===== src/rtl/efb_pkg.sv =====
// ----------------------------------------------------------------------------
// efb_pkg
// Shared types, constants and the byte-wide CRC-32 step for the Ethernet II
// frame builder.
// ----------------------------------------------------------------------------
package efb_pkg;

    localparam int unsigned MAC_W   = 48;
    localparam int unsigned TYPE_W  = 16;
    localparam int unsigned BYTE_W  = 8;
    localparam int unsigned CRC_W   = 32;
    localparam int unsigned HDR_W   = 2 * MAC_W + TYPE_W;
    localparam int unsigned PHASE_W = 5;

    typedef logic [PHASE_W-1:0] phase_t;
    typedef logic [CRC_W-1:0]   crc_t;

    localparam crc_t CRC_POLY   = 32'hEDB8_8320;
    localparam crc_t CRC_PRESET = 32'hFFFF_FFFF;

    // Configuration register indexes
    localparam logic REG_SOURCE_MAC   = 1'b0;
    localparam logic REG_TABLES_READY = 1'b1;

    // Byte sequence of one item: header bytes, payload byte, FCS bytes
    localparam phase_t PHASE_HDR_FIRST = 5'd0;
    localparam phase_t PHASE_HDR_LAST  = 5'd13;
    localparam phase_t PHASE_DATA      = 5'd14;
    localparam phase_t PHASE_FCS_FIRST = 5'd15;
    localparam phase_t PHASE_FCS_LAST  = 5'd18;

    function automatic crc_t crc32_byte(input crc_t crc_in, input logic [BYTE_W-1:0] data);
        crc_t c;
        c = crc_in ^ {{(CRC_W-BYTE_W){1'b0}}, data};
        for (int k = 0; k < BYTE_W; k++)
        begin
            c = (c >> 1) ^ (CRC_POLY & {CRC_W{c[0]}});
        end
        return c;
    endfunction

endpackage


===== src/rtl/ethernet_frame_builder_fcs_unit.sv =====
// ----------------------------------------------------------------------------
// ethernet_frame_builder_fcs_unit
// Ethernet II transmit framer: header insertion, payload pass-through and
// CRC-32 frame check sequence append, one byte per beat.
// ----------------------------------------------------------------------------
// Items pass through the item register, bytes through the output register.
// Throughput: one output byte per cycle while out_stall is low; an item holds
// the item register until all its bytes (1 to 19) are out, so payload items
// flow at one per cycle unstalled. Items with no bytes are taken and dropped.
// Reset: asynchronous, active low; clears config, frame and output state and
// presets the CRC to all ones.
module ethernet_frame_builder_fcs_unit
(
    input  logic                              clk,
    input  logic                              rst_n,

    input  logic                              cfg_we,
    input  logic                              cfg_index,
    input  logic [efb_pkg::MAC_W-1:0]         cfg_data,

    input  logic                              in_valid,
    output logic                              in_stall,
    input  logic [efb_pkg::BYTE_W-1:0]        payload_byte,
    input  logic                              payload_present,
    input  logic [efb_pkg::MAC_W-1:0]         dest_mac,
    input  logic [efb_pkg::TYPE_W-1:0]        frame_type,
    input  logic                              last_byte,

    output logic                              out_valid,
    input  logic                              out_stall,
    output logic [efb_pkg::BYTE_W-1:0]        out_byte,
    output logic                              out_last
);

    logic [efb_pkg::MAC_W-1:0]  source_mac_reg;
    logic                       tables_ready_reg;
    logic                       frame_open_reg;
    logic                       frame_open_next;
    efb_pkg::crc_t              crc_reg;
    efb_pkg::crc_t              crc_next;

    logic                       item_valid_reg;
    logic                       item_valid_next;
    efb_pkg::phase_t            phase_reg;
    efb_pkg::phase_t            phase_next;
    efb_pkg::phase_t            start_phase;
    efb_pkg::phase_t            follow_phase;
    logic                       item_end;

    logic [efb_pkg::BYTE_W-1:0] pay_reg;
    logic                       present_reg;
    logic                       last_reg;
    logic [efb_pkg::MAC_W-1:0]  dest_reg;
    logic [efb_pkg::TYPE_W-1:0] type_reg;

    logic                       out_valid_reg;
    logic                       out_valid_next;
    logic [efb_pkg::BYTE_W-1:0] out_byte_reg;
    logic                       out_last_reg;

    logic                       in_take;
    logic                       item_load;
    logic                       emit;
    logic [efb_pkg::HDR_W-1:0]  hdr_shift;
    logic [efb_pkg::BYTE_W-1:0] emit_byte;
    logic                       emit_last;
    efb_pkg::crc_t              fcs;
    logic [1:0]                 fcs_sel;

    // Configuration
    always_ff @(posedge clk or negedge rst_n)
    begin
        if (!rst_n)
        begin
            source_mac_reg   <= '0;
            tables_ready_reg <= 1'b0;
        end
        else if (cfg_we)
        begin
            unique case (cfg_index)
                efb_pkg::REG_SOURCE_MAC:   source_mac_reg   <= cfg_data;
                efb_pkg::REG_TABLES_READY: tables_ready_reg <= cfg_data[0];
                default:                   ;
            endcase
        end
    end

    // Sequencing
    assign emit     = item_valid_reg && (!out_valid_reg || !out_stall);
    assign item_end = emit && (follow_phase == efb_pkg::PHASE_HDR_FIRST);
    assign in_stall = item_valid_reg && !item_end;
    assign in_take  = in_valid && !in_stall;

    always_comb
    begin
        if (!frame_open_reg)
        begin
            start_phase = efb_pkg::PHASE_HDR_FIRST;
        end
        else if (payload_present)
        begin
            start_phase = efb_pkg::PHASE_DATA;
        end
        else
        begin
            start_phase = efb_pkg::PHASE_FCS_FIRST;
        end
    end

    assign item_load = in_take && tables_ready_reg
                       && (!frame_open_reg || payload_present || last_byte);

    // PHASE_HDR_FIRST doubles as "no further byte" since a header never follows
    always_comb
    begin
        follow_phase = efb_pkg::PHASE_HDR_FIRST;
        if (phase_reg < efb_pkg::PHASE_HDR_LAST)
        begin
            follow_phase = phase_reg + efb_pkg::phase_t'(1);
        end
        else if (phase_reg == efb_pkg::PHASE_HDR_LAST)
        begin
            if (present_reg)
            begin
                follow_phase = efb_pkg::PHASE_DATA;
            end
            else if (last_reg)
            begin
                follow_phase = efb_pkg::PHASE_FCS_FIRST;
            end
        end
        else if (phase_reg == efb_pkg::PHASE_DATA)
        begin
            if (last_reg)
            begin
                follow_phase = efb_pkg::PHASE_FCS_FIRST;
            end
        end
        else if (phase_reg < efb_pkg::PHASE_FCS_LAST)
        begin
            follow_phase = phase_reg + efb_pkg::phase_t'(1);
        end
    end

    always_comb
    begin
        item_valid_next = item_valid_reg;
        phase_next      = phase_reg;
        frame_open_next = frame_open_reg;
        if (emit)
        begin
            phase_next = follow_phase;
            if (item_end)
            begin
                item_valid_next = 1'b0;
            end
        end
        if (in_take && tables_ready_reg)
        begin
            frame_open_next = !last_byte;
        end
        if (item_load)
        begin
            item_valid_next = 1'b1;
            phase_next      = start_phase;
        end
    end

    always_ff @(posedge clk or negedge rst_n)
    begin
        if (!rst_n)
        begin
            item_valid_reg <= 1'b0;
            phase_reg      <= efb_pkg::PHASE_HDR_FIRST;
            frame_open_reg <= 1'b0;
        end
        else
        begin
            item_valid_reg <= item_valid_next;
            phase_reg      <= phase_next;
            frame_open_reg <= frame_open_next;
        end
    end

    always_ff @(posedge clk)
    begin
        if (item_load)
        begin
            pay_reg     <= payload_byte;
            present_reg <= payload_present;
            last_reg    <= last_byte;
            dest_reg    <= dest_mac;
            type_reg    <= frame_type;
        end
    end

    // Byte selection and CRC
    assign hdr_shift = {dest_reg, source_mac_reg, type_reg}
                       << {phase_reg, 3'b000};
    assign fcs       = ~crc_reg;
    assign fcs_sel   = 2'(phase_reg - efb_pkg::PHASE_FCS_FIRST);

    always_comb
    begin
        emit_last = 1'b0;
        if (phase_reg <= efb_pkg::PHASE_HDR_LAST)
        begin
            emit_byte = hdr_shift[efb_pkg::HDR_W-1 -: efb_pkg::BYTE_W];
        end
        else if (phase_reg == efb_pkg::PHASE_DATA)
        begin
            emit_byte = pay_reg;
        end
        else
        begin
            emit_byte = fcs[{fcs_sel, 3'b000} +: efb_pkg::BYTE_W];
            emit_last = (phase_reg == efb_pkg::PHASE_FCS_LAST);
        end
    end

    always_comb
    begin
        crc_next = crc_reg;
        if (emit)
        begin
            if (phase_reg == efb_pkg::PHASE_HDR_FIRST)
            begin
                crc_next = efb_pkg::crc32_byte(efb_pkg::CRC_PRESET, emit_byte);
            end
            else if (phase_reg <= efb_pkg::PHASE_DATA)
            begin
                crc_next = efb_pkg::crc32_byte(crc_reg, emit_byte);
            end
            else if (phase_reg == efb_pkg::PHASE_FCS_LAST)
            begin
                crc_next = efb_pkg::CRC_PRESET;
            end
        end
    end

    always_ff @(posedge clk or negedge rst_n)
    begin
        if (!rst_n)
        begin
            crc_reg <= efb_pkg::CRC_PRESET;
        end
        else
        begin
            crc_reg <= crc_next;
        end
    end

    // Output register
    assign out_valid_next = emit || (out_valid_reg && out_stall);

    always_ff @(posedge clk or negedge rst_n)
    begin
        if (!rst_n)
        begin
            out_valid_reg <= 1'b0;
        end
        else
        begin
            out_valid_reg <= out_valid_next;
        end
    end

    always_ff @(posedge clk)
    begin
        if (emit)
        begin
            out_byte_reg <= emit_byte;
            out_last_reg <= emit_last;
        end
    end

    assign out_valid = out_valid_reg;
    assign out_byte  = out_byte_reg;
    assign out_last  = out_last_reg;

`ifndef NO_ASSERTIONS
    a_phase_range: assert property (@(posedge clk) disable iff (!rst_n)
        item_valid_reg |-> phase_reg <= efb_pkg::PHASE_FCS_LAST)
        else $error("phase beyond last FCS byte");

    a_crc_preset_after_fcs: assert property (@(posedge clk) disable iff (!rst_n)
        (out_valid_reg && out_last_reg) |-> crc_reg == efb_pkg::CRC_PRESET)
        else $error("CRC not preset after final FCS byte");

    a_stall_needs_item: assert property (@(posedge clk) disable iff (!rst_n)
        in_stall |-> item_valid_reg)
        else $error("input stalled with no item held");

    a_no_emit_when_blocked: assert property (@(posedge clk) disable iff (!rst_n)
        (out_valid_reg && out_stall) |=> out_valid_reg && $stable(out_byte_reg))
        else $error("output beat changed while stalled");
`endif

endmodule


===== config.mk =====
export PLATFORM = sky130hd
export DESIGN_NAME = ethernet_frame_builder_fcs_unit
export DESIGN_NICKNAME = d
export VERILOG_FILES = /design/src/rtl/efb_pkg.sv /design/src/rtl/ethernet_frame_builder_fcs_unit.sv
export SDC_FILE = /design/constraint.sdc
export NUM_CORES = 1
export LEC_CHECK = 0
export BUFFER_PORTS_ARGS = -buffer_cell sky130_fd_sc_hd__clkbuf_2
export CAP_MARGIN = 20
export CORE_MARGIN = 4
export CORE_UTILIZATION = 50
export CTS_BUF_LIST = sky130_fd_sc_hd__clkbuf_4
export DETAILED_ROUTE_END_ITERATION = 10
export GPL_TIMING_DRIVEN = 0
export PLACE_DENSITY_LB_ADDON = 0.2
export SYNTH_ARGS = -nofsm -noshare
export SYNTH_HDL_FRONTEND = slang
export SYNTH_SLANG_ARGS = --single-unit

===== constraint.sdc =====
create_clock -name clk -period 8 [get_ports clk]
set_clock_uncertainty 0.05 [all_clocks]
set_input_delay 1.6 -clock clk [delete_from_list [all_inputs] [get_ports clk]]
set_output_delay 1.6 -clock clk [all_outputs]
set_load 0.05 [all_outputs]

==> results of run 1 <==
## cell families after synthesis
logic type / synth area share [%]
flip-flops: 51.8
adder cells (fa/ha/maj): 0.545
AO/OA/AOI/OAI: 11.7
XOR/XNOR: 12.9
buffers and inverters: 2.44
multiplexers: 14.3
AND/OR/NAND/NOR: 6.25
## worst paths after layout
check                                         startpoint                       to  slack, ps  cells after the start
worst max-delay path            phase_reg[1]$_DFFE_PN0P_                 in_stall       2470                     11
worst min-delay path             crc_reg[22]$_DFFE_PN1P_  crc_reg[22]$_DFFE_PN1P_        460                      2
worst max register to register  phase_reg[0]$_DFFE_PN0P_  crc_reg[22]$_DFFE_PN1P_       3000                     15
worst min register to register   crc_reg[22]$_DFFE_PN1P_  crc_reg[22]$_DFFE_PN1P_        460                      2
max in group asynchronous                          rst_n  crc_reg[22]$_DFFE_PN1P_       6550                      2
min in group asynchronous                          rst_n      out_valid$_DFF_PN0_        810                      1
## cell usage after synthesis, types with 6 or more instances
master                     instances
sky130_fd_sc_hd__a21oi_1          28
sky130_fd_sc_hd__a221oi_1          7
sky130_fd_sc_hd__a22oi_1           7
sky130_fd_sc_hd__buf_1             8
sky130_fd_sc_hd__buf_4             6
sky130_fd_sc_hd__clkbuf_1         18
sky130_fd_sc_hd__dfrtp_1          57
sky130_fd_sc_hd__dfstp_2          32
sky130_fd_sc_hd__edfxtp_1         83
sky130_fd_sc_hd__inv_1             8
sky130_fd_sc_hd__mux2_2           59
sky130_fd_sc_hd__mux2i_1          36
sky130_fd_sc_hd__mux4_2           13
sky130_fd_sc_hd__nand2_1          35
sky130_fd_sc_hd__nand3_1           6
sky130_fd_sc_hd__nor2_1           22
sky130_fd_sc_hd__nor3_1            7
sky130_fd_sc_hd__o21ai_0          30
sky130_fd_sc_hd__o21ai_1           9
sky130_fd_sc_hd__o22ai_1          22
sky130_fd_sc_hd__xnor2_1          57
sky130_fd_sc_hd__xor2_1           39
## worst max-delay path, stage by stage (launching register included)
cell and delay (ps):
sky130_fd_sc_hd__dfrtp_1 450, sky130_fd_sc_hd__buf_4 220, sky130_fd_sc_hd__inv_1 100, sky130_fd_sc_hd__clkbuf_1 400, sky130_fd_sc_hd__ha_1 290, sky130_fd_sc_hd__nand4b_1 200, sky130_fd_sc_hd__a31oi_1 200, sky130_fd_sc_hd__o32ai_1 130
sky130_fd_sc_hd__or3b_2 480, sky130_fd_sc_hd__o31ai_1 460, sky130_fd_sc_hd__inv_1 100, sky130_fd_sc_hd__clkbuf_2 250
## cell type report
| class | count | area, sq um |
|---|---|---|
| multi-input combinational | 487 | 4220 |
| inverter | 9 | 33.8 |
| clock inverter | 13 | 106 |
| timing repair buffer | 141 | 761 |
| fill | 1503 | 7530 |
| antenna | 1 | 2.50 |
| clock buffer | 19 | 143 |
| tap | 229 | 287 |
| buffer | 39 | 190 |
| sequential | 172 | 4760 |
## per-stage QoR
stage,hold slack (ps),area (sq um),std cells
floorplan,407,9190,707
global placement,427,10200,1074
detailed placement,436,10200,1077
CTS,456,10500,1109
global route,469,10500,1110
finish,458,10500,1110
## per-layer routing
layer	track usage, %	up-vias	wire, microns
met4	6.49	0	369
met3	5.59	42	1880
li1	-	2946	-
met5	0	-	0
met2	39.9	305	12000
met1	34.6	3238	10700
==> metrics list, run 1 <==
* Count of instances resized after the clock tree is built: 0
- The final layout contains routed wiring with a total length of 25,000 microns.
- Setup violations remaining at the end of the flow were counted as 0.
* Average wire per standard cell: 22.5 microns
* Clock period minus final worst setup slack: 5530 ps
* TritonRoute pass-1 iters: 5
* Signed area change from the synthesized netlist to the final layout: 14.2%
- After floorplanning, the core was sized to cover 0.0180 sq mm.
* GRT Resource Usage Total: 24.9%
* Total half-perimeter wirelength after legalization and detailed placement: 18,700 microns
* #FFs+latches synth: 172
- CTS built an H-tree with a depth of 4.
* Largest driver fanout on the critical path: 11
- Synth cell types: 73
- Setup Slack @ Placement: 3100 ps
- Fraction of final layout cells sized beyond drive strength 1: 35.8%
- Crit path kind: reg -> out
* Cell count after synthesis: 707
- Based on the critical path, the design can be clocked at up to 0.181 GHz.
- In this run the count of I/O pins placed on the die edge is 139.
- Global route overflow: 0
* Synthesized cell area: 0.00919 sq mm
- Initial Util: 51.0%
- Nets@finish: 999
- Number of clock buffers inserted by TritonCTS: 17
- The worst path uses 69.1% of the clock period.
- During placement, the flow inserted port buffers numbering 138.
* Slew Viols, Final: 0
- Routability-driven placement finished with a final weighted congestion of 0.953.
- For this block, the initial DRC count from the detailed router was 524.
- Clock slew seen by the registers of the worst setup and hold paths: 150 ps
* Commonest cells after routing, fill and taps aside: 137 x sky130_fd_sc_hd__clkbuf_2, 83 x sky130_fd_sc_hd__edfxtp_1, 59 x sky130_fd_sc_hd__mux2_2
* Cts-stage hold buffer count: 0
- At the pin with the least slew margin, the transition time is 914 ps.
- Vias in the first global route: 6,761
- Main flop type after synthesis: sky130_fd_sc_hd__edfxtp_1
* Pin count of the biggest net entering global routing: 72
- Headroom to the max-slew limit came out at 38.7%.
* Post-route DRC: 0
- Num rows: 49
- Number of sinks driven by the clock tree: 172
- Adding up every negative setup slack in the final design gives 0 ps.
- The first global-routing pass estimated 38,500 microns of wire.
* Critical Path Sink Type: output port
* Worst-case setup margin in the final layout: 2470 ps
- Area share of the leading cell type in the synthesized netlist: 27.1%
- Number of buffers on the longest clock path: 2
- Count of endpoints failing hold in the final timing report: 0
- Yosys printed 0 warnings.
- Fraction of registers with async set/reset: 51.7%
* Clock Tree Root: sky130_fd_sc_hd__clkbuf_4
* Cell accounting for the most synthesized area: sky130_fd_sc_hd__edfxtp_1
- Vertical die dimension: 144 microns
- A synthesized cell averages 13.0 sq um.
- Number of enable flip-flop cells after synthesis: 83
- Worst path required time: 6350 ps
* Initial antenna violation count: 1
* Post-detailed-route count of antenna-violating nets: 0
* Unrepaired setup endpoints after global routing: false
- Data arrives at the worst endpoint at 3880 ps.
- Outcome: completed
- Kind of start point of the critical path: flip-flop
- Vias per Instance: 5.88
- Sequential-to-total area share from yosys stat: 51.8%
- Max-Cap Viols: 0
- By area the synthesized netlist is led by sky130_fd_sc_hd__edfxtp_1 27%, sky130_fd_sc_hd__dfrtp_1 16%, sky130_fd_sc_hd__dfstp_2 9.1%, sky130_fd_sc_hd__mux2_2 7.2%, sky130_fd_sc_hd__xnor2_1 5.4%.
- Die Width: 144 microns
- Die Outline Area: 0.0206 sq mm
* Most common library cell in the layout ignoring fill and taps: sky130_fd_sc_hd__clkbuf_2
- Synthesized Nets: 839
* Utilization after layout: 58.2%
* Buffers inserted by post-CTS timing repair: 0
- The path class of the tightest hold or removal check is reg -> reg.
- TritonCTS built the clock tree.
- Via total after detailed routing: 6,531
- Clock network latency to the later pin of the worst-skew pair: 590 ps
Power of run 1 is left out: the tool's default activity adds up to more than one toggle a clock period on the data nets, which glitch-free logic cannot reach.
==> run 2, diff against run 1 <==
Settings changed: ABC_AREA set to 1.
Clock period 8 ns to 4.6 ns, I/O delays scaled along.
==> metrics list, run 2 <==
* Outcome: completed
- Max-Cap Viols: 0 (unchanged)
* Count of instances resized after the clock tree is built: 0 (unchanged)
* Unrepaired setup endpoints after global routing: false
* Starting DRC count in detailed routing: 938 (+79%)
- The clock transition at the registers of the reported paths is 190 ps (+40 ps).
- In the finished design, the share of the clock period the worst path needs comes to 94.3%.
- Ordered cell list for the critical path: buf_4, inv_2, buf_6, buf_6, buf_6, ha_1, clkbuf_1, o21ai_0, nand4_1, nand2_1, inv_1, clkbuf_2
- Core area: 0.0197 sq mm (+9.0%)
- Synth cell types: 48 (-34%)
* Vertical die dimension: 150 microns (+4.5%)
* Synthesized Nets: 1,353 (+61%)
- Crit path kind: reg -> out
- In the synthesized netlist the dominant register cell turns out to be sky130_fd_sc_hd__edfxtp_1.
- Initial Util: 51.3% (+0.34 points)
- The transition at the pin with the smallest max-transition slack was 1000 ps (+89.0 ps).
* Vias in the first global route: 8,542 (+26%)
* Area share of the leading cell type in the synthesized netlist: 24.7% (-2.4 points)
- Slew Viols, Final: 0 (unchanged)
- The number of standard-cell rows in the floorplan was 51 (+4.1%).
- Clock tree from TritonCTS: done
- The number of port buffers came to 138 (unchanged).
- Commonest cells after routing, fill and taps aside: 338 x sky130_fd_sc_hd__nand2_1, 137 x sky130_fd_sc_hd__clkbuf_2, 133 x sky130_fd_sc_hd__inv_1
- The initial antenna violation count is 1 (unchanged).
- Via total after detailed routing: 8,970 (+37%)
- The leftover overflow at the end of global routing was 0 (unchanged).
- Number of primary I/O pins: 139 (unchanged)
* Count leader, synth: sky130_fd_sc_hd__nand2_1
- The cell family contributing the most delay on the critical path is buffers and inverters.
- Worst Hold Class: in -> async
* F_max: 0.231 GHz
- Cell accounting for the most synthesized area: sky130_fd_sc_hd__edfxtp_1
- Post-Route WL: 30,400 microns (+22%)
- Sequential-to-total area share from yosys stat: 47.2% (-4.6 points)
- Die Width: 150 microns (+4.5%)
- Cell type of the slowest stage on the worst timing path: sky130_fd_sc_hd__clkbuf_1
- The worst slew margin relative to its limit came to 32.9% (-5.8 points).
* Synthesized cell area: 0.0101 sq mm (+9.8%)
* Average wire per standard cell: 18.3 microns (-19%)
- The largest net degree at the start of global routing is 71 (-1.4%).
* Largest stage delay on the critical path: 500 ps (+20 ps)
- In the post-synthesis netlist, the biggest area contributors are sky130_fd_sc_hd__edfxtp_1 25%, sky130_fd_sc_hd__dfrtp_1 14%, sky130_fd_sc_hd__nand2_1 13%, sky130_fd_sc_hd__dfstp_2 8.3%, sky130_fd_sc_hd__nand3_1 5.1%.
- Buffers inserted by post-CTS timing repair: 0 (unchanged)
- TritonRoute pass-1 iters: 6 (+1)
- Nets@finish: 1,512 (+51%)
* Fraction of final layout cells sized beyond drive strength 1: 24.0% (-12 points)
- Count of endpoints failing hold in the final timing report: 0 (unchanged)
- Total half-perimeter wirelength after legalization and detailed placement: 22,700 microns (+21%)
- The cell count after synthesis came to 1,221 (+73%).
- The post-route setup TNS was 0 ps (unchanged).
- Post-route DRC: 0 (unchanged)
- Signed area change from the synthesized netlist to the final layout: 14.1%
- The worst reg2reg path depth came to 20 (+5).
- Arrival time at the worst endpoint: 3370 ps (-510 ps)
- The wire length of the first global-routing pass was 47,100 microns (+22%).
- Number of enable flip-flop cells after synthesis: 83 (unchanged)
* Number of clock buffers inserted by TritonCTS: 17 (unchanged)
- Kind of start point of the critical path: flip-flop
- GRT Resource Usage Total: 27.8% (+2.9 points)
* Number of sinks driven by the clock tree: 172 (unchanged)
- The routed design could run at a clock period as short as 4340 ps.
* Post-detailed-route count of antenna-violating nets: 0 (unchanged)
- The total buffers and inverters traversed by the critical path came to 8 (+3).
- The deepest level of the CTS H-tree is 4 (unchanged).
- Clock network latency to the later pin of the worst-skew pair: 620 ps (+30 ps)
- Largest driver fanout on the critical path: 11 (unchanged)
* Fraction of registers with async set/reset: 51.7% (unchanged)
- The total setup violations reported at the end of the flow is 0 (unchanged).
* Vias per Instance: 5.41 (-8.1%)
* Most common cell type on the critical path: sky130_fd_sc_hd__buf_6
- Cts-stage hold buffer count: 0 (unchanged)
* Clock Tree Root: sky130_fd_sc_hd__clkbuf_4
- Die Outline Area: 0.0225 sq mm (+9.2%)
- The commonest cells after synthesis are 338 x sky130_fd_sc_hd__nand2_1, 133 x sky130_fd_sc_hd__inv_1, 102 x sky130_fd_sc_hd__nand3_1.
* #FFs+latches synth: 172 (unchanged)
* Setup slack of the worst register-to-register path: 520 ps (-2480 ps)
- The synthesis warning total came to 0 (unchanged).
- The filler cell count was 1,842 (+23%).
- The number of buffers between clock root and the deepest sink was 2 (unchanged).
- Most common library cell in the layout ignoring fill and taps: sky130_fd_sc_hd__nand2_1
* Reg2Reg Capture Point: crc_reg[31]$_DFFE_PN1P_
- Worst path required time: 3630 ps (-2720 ps)
- The average cell area after synthesis is 8.26 sq um (-36%).
- Routability cong.: 1.01 (+6.4%)
- STA classifies the critical path endpoint as an output port.
* Startpoint of the lowest-slack register-to-register path: phase_reg[0]$_DFFE_PN0P_
==> run 2: cell count changes after synthesis, moves of 42 or more <==
cell and change:
sky130_fd_sc_hd__nand3_1 +96, sky130_fd_sc_hd__nor2_1 +71, sky130_fd_sc_hd__a21oi_1 +42, sky130_fd_sc_hd__nand2_1 +303
sky130_fd_sc_hd__xnor2_1 -50, sky130_fd_sc_hd__inv_1 +125
==> run 2: final cells by class <==
type	instances	area, sq um	share of cell area (%)
Multi-Input combinational cell	857	4500	39.1
Clock buffer	17	128	1.11
Buffer	44	265	2.30
Sequential cell	172	4760	41.4
Tap cell	265	332	2.88
Clock inverter	15	209	1.82
Antenna cell	1	2.50	0.0217
Inverter	148	566	4.91
Timing Repair Buffer	140	748	6.50
==> run 2: worst max-delay path by stage <==
stage	endpoint	depth (start not counted)	slack, ps	start
final	in_stall	12	260	phase_reg[0]$_DFFE_PN0P_
after floorplan	phase_reg[1]$_DFFE_PN0P_	16	940	phase_reg[0]$_DFFE_PN0P_
after detailed placement	crc_reg[31]$_DFFE_PN1P_	20	640	phase_reg[0]$_DFFE_PN0P_
after global routing	in_stall	12	120	phase_reg[0]$_DFFE_PN0P_
after global placement	phase_reg[3]$_DFFE_PN0P_	16	180	phase_reg[0]$_DFFE_PN0P_
after CTS	in_stall	12	280	phase_reg[0]$_DFFE_PN0P_
==> run 2: cells by family after synthesis <==
| logic type | Yosys count | share of synthesized area (%) |
|---|---|---|
| AND/OR/NAND/NOR | 602 | 26.8 |
| buffers and inverters | 192 | 8.21 |
| AO/OA/AOI/OAI | 183 | 10.0 |
| flip-flops | 172 | 47.2 |
| XOR/XNOR | 50 | 5.31 |
| multiplexers | 18 | 2.01 |
| adder cells (fa/ha/maj) | 4 | 0.496 |
==> run 2: per-stage QoR <==
| stage | instance area (sq um) | utilization (%) | cells | setup slack, ps | hold slack (ps) |
|---|---|---|---|---|---|
| floorplan | 10100 | - | 1221 | 935 | 397 |
| global placement | 11100 | 56.5 | 1624 | 177 | 416 |
| detailed placement | 11200 | 56.8 | 1626 | 639 | 417 |
| CTS | 11500 | 58.5 | 1658 | 283 | 239 |
| global route | 11500 | 58.6 | 1659 | 118 | 213 |
| finish | 11500 | 58.6 | 1659 | 264 | 235 |
==> run 2: worst reg2reg max path, cell delays in order (launching register included) <==
cell                       delay, ps
sky130_fd_sc_hd__dfrtp_1         400
sky130_fd_sc_hd__buf_4           170
sky130_fd_sc_hd__inv_2            60
sky130_fd_sc_hd__buf_6           150
sky130_fd_sc_hd__buf_6           170
sky130_fd_sc_hd__buf_6           160
sky130_fd_sc_hd__ha_1            320
sky130_fd_sc_hd__clkbuf_1        500
sky130_fd_sc_hd__a21oi_1          70
sky130_fd_sc_hd__o21ai_0         120
sky130_fd_sc_hd__nand3_2          90
sky130_fd_sc_hd__nand3_2         120
sky130_fd_sc_hd__nand2_4         120
sky130_fd_sc_hd__nand2_1          90
sky130_fd_sc_hd__nand2_1         300
sky130_fd_sc_hd__nand2_1         210
sky130_fd_sc_hd__nand2_2         130
sky130_fd_sc_hd__nor2_1          240
sky130_fd_sc_hd__inv_1           130
sky130_fd_sc_hd__a211oi_1        370
sky130_fd_sc_hd__a21oi_1          80
==> run 2: per-layer routing <==
layer | up-vias | part of all wire, % | GRT usage (%) | wire, microns
li1 | 4278 | - | - | -
met1 | 4196 | 44 | 39.9 | 13300
met2 | 436 | 44 | 42.3 | 13400
met3 | 60 | 10 | 6.00 | 3040
met4 | 0 | 2.3 | 8.51 | 687
met5 | - | 0 | 0 | 0
Power of run 2 is left out for the same reason.
==> run 3, diff against run 2 <==
Clock period 4.6 ns to 4.21 ns, I/O delays scaled along.
==> metrics list, run 3 (same netlist as run 2, synthesis figures left out) <==
* Outcome: completed
- Routability cong.: 1.01 (unchanged)
- F_max: 0.252 GHz
- The total die area came to 0.0225 sq mm (unchanged).
* Fraction of final layout cells sized beyond drive strength 1: 24.1% (+0.16 points)
- The initial antenna violation count is 1 (unchanged).
- The reg2reg setup slack is 360 ps (-160 ps).
* Buffers inserted by post-CTS timing repair: 0 (unchanged)
- The critical path is of the reg -> out type.
- The count of unresolved DRC violations after routing is 0 (unchanged).
* Vias in the first global route: 8,535 (-0.082%)
- Of the available clock period, the critical path in the final layout requires 94.2%.
* Input/output buffers: 138 (unchanged)
* Setup Total Neg Slack: 0 ps (unchanged)
- TritonRoute pass-1 iters: 6 (unchanged)
* Starting DRC count in detailed routing: 950 (+1.3%)
* Post-detailed-route count of antenna-violating nets: 0 (unchanged)
- Number of primary I/O pins: 139 (unchanged)
* Global route overflow: 0 (unchanged)
- Num rows: 51 (unchanged)
* Worst Hold Class: in -> async
- The worst setup path is launched from a flip-flop.
- Clock tree from TritonCTS: done
* Die Width: 150 microns (unchanged)
- Critical Path Sink Type: output port
- Total half-perimeter wirelength after legalization and detailed placement: 22,700 microns (unchanged)
- Nets@finish: 1,511 (-0.066%)
- Cts-stage hold buffer count: 0 (unchanged)
* Clock network latency to the later pin of the worst-skew pair: 620 ps (about the same)
* Average wire per standard cell: 18.3 microns (about the same)
* Global-route wire length before repair: 47,100 microns (unchanged)
- Pin count of the biggest net entering global routing: 71 (unchanged)
- The number of buffers inserted during clock tree synthesis is 17 (unchanged).
- The final hold violation count was 0 (unchanged).
- The synthesis-to-finish area growth was 14.1% (unchanged).
* Final setup vio count: 0 (unchanged)
* Vias per Instance: 5.41 (+0.15%)
- The worst reg2reg path depth was 22 (+10%).
- The starting utilization of the core area is 51.3% (unchanged).
- Clock Tree Root: sky130_fd_sc_hd__clkbuf_4
- Startpoint of the lowest-slack register-to-register path: phase_reg[0]$_DFFE_PN0P_
- Headroom to the max-slew limit: 34.7% (+1.8 points)
* Arrival time at the worst endpoint: 3070 ps (-300 ps)
- CTS H-tree lvls: 4 (unchanged)
- Vertical die dimension: 150 microns (unchanged)
- Unrepaired setup endpoints after global routing: false
* Max-Cap Viols: 0 (unchanged)
* Critical Path Sink: in_stall
* Clock period minus final worst setup slack: 3970 ps
- Worst path required time: 3320 ps (-310 ps)
- The clock transition at the registers of the reported paths is 190 ps (about the same).
- The count of final max-slew check failures was 0 (unchanged).
- Tracing the worst setup path back leads to its startpoint at phase_reg[1]$_DFFE_PN0P_.
* Number of buffers on the longest clock path: 2 (unchanged)
- The library cell used most frequently in the layout, excluding fill and tap cells, is sky130_fd_sc_hd__nand2_1.
- In this run the critical register-to-register path is captured at crc_reg[22]$_DFFE_PN1P_.
- Post-Route WL: 30,400 microns (about the same)
* Commonest cells after routing, fill and taps aside: 338 x sky130_fd_sc_hd__nand2_1, 137 x sky130_fd_sc_hd__clkbuf_2, 133 x sky130_fd_sc_hd__inv_1
- The via total after detailed routing is 8,978 (+0.089%).
- Least-Margin Pin Slew: 975 ps (-27.5 ps)
* Number of sinks driven by the clock tree: 172 (unchanged)
- The overall global routing resource usage came to 27.8% (unchanged).
* Core area: 0.0197 sq mm (unchanged)
- Largest driver fanout on the critical path: 11 (unchanged)
==> run 3: worst max-delay path: stages, from the launching register on <==
cell                       delay (ps)
sky130_fd_sc_hd__dfrtp_2          530
sky130_fd_sc_hd__inv_2            200
sky130_fd_sc_hd__buf_6            200
sky130_fd_sc_hd__ha_1             170
sky130_fd_sc_hd__nand2_1           60
sky130_fd_sc_hd__nor2_2           130
sky130_fd_sc_hd__inv_2             90
sky130_fd_sc_hd__a21oi_1          230
sky130_fd_sc_hd__nor2_1            80
sky130_fd_sc_hd__o21ai_0          260
sky130_fd_sc_hd__nand4_1          150
sky130_fd_sc_hd__nand2_1          100
sky130_fd_sc_hd__inv_1             60
sky130_fd_sc_hd__clkbuf_2         230
==> run 3: worst min path at each step <==
stage	cells past startpoint	to	slack, ps	from
3_5_place_dp	2	crc_reg[27]$_DFFE_PN1P_	420	crc_reg[27]$_DFFE_PN1P_
3_3_place_gp	2	crc_reg[27]$_DFFE_PN1P_	420	crc_reg[27]$_DFFE_PN1P_
4_1_cts	1	source_mac_reg[20]$_DFFE_PN0P_	160	rst_n
5_1_grt	1	source_mac_reg[20]$_DFFE_PN0P_	130	rst_n
6_report	1	source_mac_reg[20]$_DFFE_PN0P_	160	rst_n
2_1_floorplan	2	out_valid$_DFF_PN0_	400	item_valid_reg$_DFFE_PN0P_
==> run 3: per-layer routing <==
| metal | up-vias | track usage (%) | wire length, microns |
|---|---|---|---|
| met3 | 62 | 6.00 | 2770 |
| li1 | 4277 | - | - |
| met5 | - | 0 | 0 |
| met1 | 4225 | 39.9 | 13600 |
| met4 | 0 | 8.51 | 675 |
| met2 | 414 | 42.3 | 13400 |
==> run 3: cell type report <==
class	instances	area, sq um
fillers	1843	8150
flip-flops and latches	172	4760
multi-input cells	857	4500
repair buffers	140	748
inverters	148	566
well taps	265	332
plain buffers	43	262
clock inverters	15	209
clock buffers	17	128
diodes	1	2.50
==> run 3: what timing repair did <==
item | 4_1_cts | 5_1_grt
endpoints found under the setup margin | 1 | 12
resized for setup | 0 | 2
endpoints found under the hold margin | 0 | 0
pin swaps | 0 | 0
==> run 3: stage by stage <==
step / hold slack, ps / cell area (sq um) / utilization [%] / setup WS (ps) / std cells
after floorplan: 397 / 10100 / - / 545 / 1221
after global placement: 416 / 11100 / 56.5 / -213 / 1624
after detailed placement: 417 / 11200 / 56.8 / 249 / 1626
after CTS: 161 / 11500 / 58.5 / 152 / 1657
after global routing: 135 / 11500 / 58.6 / 12.6 / 1658
final: 160 / 11500 / 58.6 / 244 / 1658
Power of run 3 is left out for the same reason.
